$ cat src/design/rbd_pkg.sv
package rbd_pkg;

  typedef struct packed {
    logic signed [31:0] id;
    logic        [31:0] grade;
  } rec_t;

  typedef enum logic [2:0] {
    OP_PUSH_FRONT = 3'd0,
    OP_PUSH_BACK  = 3'd1,
    OP_POP_FRONT  = 3'd2,
    OP_POP_BACK   = 3'd3,
    OP_QUERY      = 3'd4
  } op_t;

  // What one cell loads at the next edge.
  typedef enum logic [3:0] {
    CELL_HOLD       = 4'b0001,
    CELL_FROM_LEFT  = 4'b0010,
    CELL_FROM_RIGHT = 4'b0100,
    CELL_LOAD       = 4'b1000
  } cell_op_t;

  // Control broadcast to one chain of cells.
  typedef struct packed {
    logic ins_head;   // shift toward the tail and load a new record at cell 0
    logic drop_head;  // shift toward cell 0, the head record falls out
    logic put_tail;   // load a new record at the cell just past the last one
  } chain_ctl_t;

endpackage

$ cat src/design/ring_buffer_deque_top.sv
// An item's result is registered and shown in the cycle after the item is accepted.
// One item per cycle unless a result is held; an op is at most a shift and a load in
// two rows of DEPTH record cells, one row ordered from the front and one from the back.
// Reset (rst_n low, synchronous) empties the deque and drops any pending result;
// the record cells are not cleared, since no empty cell is ever shown.
module ring_buffer_deque_top #(
  parameter int DEPTH = 16,
  localparam int CNT_W = $clog2(DEPTH + 1)
) (
  input  logic               clk,
  input  logic               rst_n,
  input  logic               in_valid,
  output logic               in_stall,
  input  logic [2:0]         in_opcode,
  input  logic signed [31:0] in_student_id,
  input  logic [31:0]        in_grade_bits,
  output logic               out_valid,
  input  logic               out_stall,
  output logic               out_ok,
  output logic [CNT_W-1:0]   out_count,
  output logic               out_not_empty,
  output logic signed [31:0] out_front_id,
  output logic [31:0]        out_front_grade,
  output logic signed [31:0] out_back_id,
  output logic [31:0]        out_back_grade
);
  import rbd_pkg::*;

  logic             accept;
  logic             full;
  logic             empty;
  logic             push_f;
  logic             push_b;
  logic             pop_f;
  logic             pop_b;
  logic             ok;
  logic [CNT_W-1:0] cnt_r;
  logic [CNT_W-1:0] cnt_nxt;
  logic             out_valid_r;
  logic             out_ok_r;
  rec_t             new_rec;
  rec_t             front_rec;
  rec_t             back_rec;
  chain_ctl_t       front_ctl;
  chain_ctl_t       back_ctl;

  assign in_stall = out_valid_r && out_stall;
  assign accept   = in_valid && !in_stall;
  assign full     = (cnt_r == CNT_W'(DEPTH));
  assign empty    = (cnt_r == '0);
  assign new_rec  = '{id: in_student_id, grade: in_grade_bits};

  always_comb begin
    push_f = 1'b0;
    push_b = 1'b0;
    pop_f  = 1'b0;
    pop_b  = 1'b0;
    ok     = !empty;
    case (op_t'(in_opcode))
      OP_PUSH_FRONT: begin
        push_f = accept && !full;
        ok     = !full;
      end
      OP_PUSH_BACK: begin
        push_b = accept && !full;
        ok     = !full;
      end
      OP_POP_FRONT: begin
        pop_f = accept && !empty;
      end
      OP_POP_BACK: begin
        pop_b = accept && !empty;
      end
      default: begin
        ok = !empty;
      end
    endcase
  end

  always_comb begin
    cnt_nxt = cnt_r;
    if (push_f || push_b) begin
      cnt_nxt = cnt_r + 1'b1;
    end else if (pop_f || pop_b) begin
      cnt_nxt = cnt_r - 1'b1;
    end
  end

  // The front row keeps the front record in cell 0, the back row the back record.
  // A push at one end is an insert on its own row and a tail load on the other.
  assign front_ctl = '{ins_head: push_f, drop_head: pop_f, put_tail: push_b};
  assign back_ctl  = '{ins_head: push_b, drop_head: pop_b, put_tail: push_f};

  rbd_chain #(.DEPTH(DEPTH), .CNT_W(CNT_W)) u_front_chain (
    .clk   (clk),
    .ctl   (front_ctl),
    .cnt   (cnt_r),
    .d_new (new_rec),
    .head  (front_rec)
  );

  rbd_chain #(.DEPTH(DEPTH), .CNT_W(CNT_W)) u_back_chain (
    .clk   (clk),
    .ctl   (back_ctl),
    .cnt   (cnt_r),
    .d_new (new_rec),
    .head  (back_rec)
  );

  always_ff @(posedge clk) begin
    if (!rst_n) begin
      cnt_r       <= '0;
      out_valid_r <= 1'b0;
      out_ok_r    <= 1'b0;
    end else begin
      cnt_r <= cnt_nxt;
      if (accept) begin
        out_valid_r <= 1'b1;
        out_ok_r    <= ok;
      end else if (!out_stall) begin
        out_valid_r <= 1'b0;
      end
    end
  end

  assign out_valid       = out_valid_r;
  assign out_ok          = out_ok_r;
  assign out_count       = cnt_r;
  assign out_not_empty   = !empty;
  assign out_front_id    = empty ? '0 : front_rec.id;
  assign out_front_grade = empty ? '0 : front_rec.grade;
  assign out_back_id     = empty ? '0 : back_rec.id;
  assign out_back_grade  = empty ? '0 : back_rec.grade;

endmodule

$ cat src/design/rbd_cell.sv
module rbd_cell (
  input  logic             clk,
  input  rbd_pkg::cell_op_t op,
  input  rbd_pkg::rec_t    d_left,
  input  rbd_pkg::rec_t    d_right,
  input  rbd_pkg::rec_t    d_new,
  output rbd_pkg::rec_t    q
);
  import rbd_pkg::*;

  rec_t q_r;
  rec_t q_nxt;

  always_comb begin
    case (op)
      CELL_HOLD:       q_nxt = q_r;
      CELL_FROM_LEFT:  q_nxt = d_left;
      CELL_FROM_RIGHT: q_nxt = d_right;
      CELL_LOAD:       q_nxt = d_new;
      default:         q_nxt = q_r;
    endcase
  end

  always_ff @(posedge clk) begin
    q_r <= q_nxt;
  end

  assign q = q_r;

endmodule

$ cat src/design/rbd_chain.sv
module rbd_chain #(
  parameter int DEPTH = 16,
  parameter int CNT_W = $clog2(DEPTH + 1)
) (
  input  logic                clk,
  input  rbd_pkg::chain_ctl_t ctl,
  input  logic [CNT_W-1:0]    cnt,
  input  rbd_pkg::rec_t       d_new,
  output rbd_pkg::rec_t       head
);
  import rbd_pkg::*;

  rec_t     q   [DEPTH];
  cell_op_t op  [DEPTH];
  rec_t     lft [DEPTH];
  rec_t     rgt [DEPTH];

  for (genvar i = 0; i < DEPTH; i++) begin : g_cell
    if (i == 0) begin : g_first
      assign lft[i] = d_new;
    end else begin : g_mid
      assign lft[i] = q[i-1];
    end
    if (i == DEPTH - 1) begin : g_last
      assign rgt[i] = '0;
    end else begin : g_inner
      assign rgt[i] = q[i+1];
    end

    // Cell 0 takes the new record on an insert; the others take their left neighbor.
    always_comb begin
      if (ctl.ins_head) begin
        op[i] = (i == 0) ? CELL_LOAD : CELL_FROM_LEFT;
      end else if (ctl.drop_head) begin
        op[i] = CELL_FROM_RIGHT;
      end else if (ctl.put_tail && (cnt == CNT_W'(i))) begin
        op[i] = CELL_LOAD;
      end else begin
        op[i] = CELL_HOLD;
      end
    end

    rbd_cell u_cell (
      .clk     (clk),
      .op      (op[i]),
      .d_left  (lft[i]),
      .d_right (rgt[i]),
      .d_new   (d_new),
      .q       (q[i])
    );
  end

  assign head = q[0];

endmodule

$ cat config.mk
export PLATFORM = sky130hd
export DESIGN_NAME = ring_buffer_deque_top
export DESIGN_NICKNAME = d
export VERILOG_FILES = /design/src/design/rbd_pkg.sv /design/src/design/ring_buffer_deque_top.sv /design/src/design/rbd_cell.sv /design/src/design/rbd_chain.sv
export SDC_FILE = /design/constraint.sdc
export NUM_CORES = 2
export LEC_CHECK = 0
export BUFFER_PORTS_ARGS = -buffer_cell sky130_fd_sc_hd__buf_4
export CAP_MARGIN = 10
export CORE_MARGIN = 3
export CORE_UTILIZATION = 55
export DETAILED_ROUTE_END_ITERATION = 10
export PLACE_DENSITY = 0.69
export RECOVER_POWER = 25
export SLEW_MARGIN = 0
export SYNTH_ARGS = -nofsm -noshare
export SYNTH_HDL_FRONTEND = slang
export SYNTH_HIERARCHICAL = 1
export SYNTH_SLANG_ARGS = --single-unit
$ cat constraint.sdc
create_clock -name clk -period 25.7 [get_ports clk]
set_clock_uncertainty 0.15 [all_clocks]
set_input_delay 2.57 -clock clk [delete_from_list [all_inputs] [get_ports clk]]
set_output_delay 2.57 -clock clk [all_outputs]
set_load 0.02 [all_outputs]
==> flow_summary.yaml <==
cells_and_area:
  final_util: 0.594
  stdcell_area_um2: 119000
  area_growth_pct: 7.01
  fillCellCount: 16400
  nets: 9492
  layout-drive-gt1-share: 0.264
clock_network:
  ctsHtreeMaxLevel: 4
  cts_tree: "yes"
  cts-root-buf: "clkbuf_16"
  post_cts_buffers: 0
  cts.sinks: 2055
  numCtsBuffers: 219
  cts_hold_buffers: 0
  clk_latency_ps: 850
  clockBufferDepth: 3
  clk_pin_slew_worst_paths_ps: 60
  cts_resized: 0
pwr:
  switching_share: 0.223
  switching_power_w: 0.00156
  p_int_w: 0.00542
  comb_power_share: 0.049
  leakagePower_nw: 42.5
  finalPower_w: 0.00698
  clkPwrFrac: 0.424
  seq_power_share: 0.528
  power_per_cell_area_nw_per_um2: 58.6
  peakVddDrop_uv: 69.0
placed_design:
  place_ws_ps: 16880
  place.gp.congestion: 0.879
  io_buffers: 207
  place_area_um2: 113000
  post-dp-hpwl_um: 184000
yosys:
  synth-edff-count: 2048
  synth_seq_area_share: 0.554
  synth_top_family_by_area: "compound AO/OA/AOI/OAI gates"
  synth_seq_cells: 2055
  synth-xor-area-share: 0.00283
  postSynthAreaPerCell_um2: 11.8
  ys_top_cells_by_count: "inv_1, a22oi_1, edfxtp_1"
  synth_largest_area_cell: "edfxtp_1"
  synth.most_common_cell: "inv_1"
  ys_types: 48
  syn-cell-area_um2: 111000
  synth-simple-area-share: 0.0240
  dominantRegCellSynth: "edfxtp_1"
  synthAdderAreaFrac: 0.000517
  synth_cells: 9402
  yosysWarnings: 6
  netlist_top_cells_area: "edfxtp_1, o21ai_2, a22oi_1"
  yosysTopAreaCellShare: 0.552
  muxShareOfSynthArea: 0.000180
  async_flop_share: 0
  synth_compound_area_frac: 0.300
setup_path:
  critPathCaptureType: "flop"
  crit_buf_inv: 2
  critPathLaunchType: "input port"
  cp_data_arrival_time_ps: 13280
  worstPathRequired_ps: 25980
  slowest_stage: "or2_0"
  crit_fanout: 64
  cp_cell_sequence: "clkbuf_4 -> a21bo_1 -> or2_2 -> a211o_1 -> nor2_1 -> nor2b_1 -> clkbuf_1 -> nor4b_1 -> or2_0 -> o21ai_0"
  path_class: "input port to flop"
  rrSetupSlack_ps: 13200
  cpPeakStageDelay_ps: 2820
  critical-path-top-delay-family: "simple AND/OR/NAND/NOR gates"
sta:
  hold_violations: 0
  tns_ps: 0
  period_share: 0.506
  rsz0062_at_grt: "false"
  setup_violations: 0
  fin_ws_ps: 12710
  slew_viol_final: 1546
  relSlewSlack: -2.40
  fin_crit_ps: 13000
  worst_slew_pin_slew_ps: 5100
  max_freq_ghz: 0.0770
detailed_routing:
  wl_per_cell_um: 21.9
  dr_total_vias: 73200
  vias_per_cell: 5.98
  wirelength_um: 268000
  drtIter0Drc: 7481
  drc: 0
  postRouteAntennaNets: 0
  firstDrtPassIters: 6
die:
  core.rowCount: 164
  start_util: 0.555
  ioPinCount: 208
  die_area_um2: 208000
  core_area_um2: 200000
  die_h_um: 456
  die_width_um: 456
status:
  status: "complete, but fails checks"
  violations: "max-capacitance violations, max-slew violations"
grt:
  grt.overflow.total: 0
  grt_pass1_wl_um: 423000
  grt_max_degree: 130
  grt_pass1_vias: 71300
  antenna_found_initial: 1
  grt_use_total: 0.248
min_path:
  min_path_type: "flop to flop"
run:
  drv_cap: 31
==> cells in the final DEF (no fill, tap or decap), types with 4 or more instances in the layout <==
master     Yosys  layout
nor4b_4        0      61
nor2b_1        6       5
conb_1         2     136
inv_6          0       6
o21ai_2     1920    1833
a31oi_1        9       9
buf_4        288     306
nor2_4         1      20
o21ai_0      194     281
nand2_1        8       8
or2_4          0      29
and2_1       129      19
nor2_1        62      43
a21oi_1       28      28
or4b_1         4       4
edfxtp_1    2048    2048
and4bb_2       4       4
a22oi_1     2048    2048
clkbuf_16      0     222
bufinv_16      0       8
clkinv_1       0      60
nor3_1        11      11
dfxtp_1        7       7
inv_1       2050    2050
nor4b_1        0       4
and2_0         0     110
nand4bb_1      4       4
clkinv_2       0      27
clkbuf_1       5     109
a21o_1         4       4
xor2_1        34      34
==> path summary, 6_finish.rpt <==
| path | start | endpoint | depth (start not counted) |
|---|---|---|---|
| worst min register to register | out_ok | out_ok | 2 |
| worst max-delay path | out_stall | u_back_chain/g_cell[7].u_cell/q[48] | 10 |
| worst max register to register | out_count[2] | u_back_chain/g_cell[7].u_cell/q[48] | 9 |
| worst min-delay path | out_ok | out_ok | 2 |
==> kinds of logic (layout without fill, tap and decap cells) <==
family / after synthesis / in the layout
AO/OA/AOI/OAI: 4209 / 4209
buffers and inverters: 2747 / 2797
flip-flops: 2055 / 2055
AND/OR/NAND/NOR: 347 / 347
XOR/XNOR: 36 / 36
adder cells (fa/ha/maj): 4 / 4
other: 2 / 137
multiplexers: 2 / 2
==> metrics by stage <==
stage	hold WS, ps	cells
floorplan	381	9536
global placement	337	11900
detailed placement	363	11900
CTS	379	12200
global route	413	12200
finish	374	12200
==> worst register-to-register path, stage by stage, from the launching register on <==
cell	delay, ps
dfxtp_1	300
clkbuf_1	1200
nor4_1	330
a211o_1	510
nor2_1	2480
nor2b_1	1990
clkbuf_1	1150
nor4b_1	720
or2_0	2820
o21ai_0	450
==> sequential cells by signal, indices dropped and copies added, names as in the netlist <==
name                           count
out_count                          5
out_valid                          1
out_ok                             1
u_back_chain/g_cell.u_cell/q    1024
u_front_chain/g_cell.u_cell/q   1024
==> routing by layer <==
| layer | track usage | share of wire |
|---|---|---|
| met2 | 0.400 | 0.46 |
| met3 | 0.0324 | 0.061 |
| met4 | 0.0759 | 0.028 |
| met1 | 0.352 | 0.45 |
| met5 | 0 | 0 |
==> area by class of cell <==
| cell class | instances | area [µm²] | area share |
|---|---|---|---|
| diodes | 1 | 2.50 | 0.0000210 |
| clock buffers | 282 | 5780 | 0.0485 |
| clock inverters | 108 | 782 | 0.00656 |
| inverters | 2051 | 7700 | 0.0646 |
| multi-input cells | 4734 | 37400 | 0.314 |
| flip-flops and latches | 2055 | 61600 | 0.517 |
| well taps | 2656 | 3320 | 0.0279 |
| repair buffers | 356 | 2490 | 0.0209 |
==> power groups by stage <==
stage	Clock, W	Combinational, W	Sequential, W
2_1_floorplan	0	0.000176	0.00375
3_3_place_gp	0	0.000337	0.00375
3_5_place_dp	0	0.000345	0.00375
4_1_cts	0.00302	0.000346	0.00368
5_1_grt	0.00316	0.000362	0.00368
6_report	0.00296	0.000339	0.00368
Power figures use the tool's default switching activity.
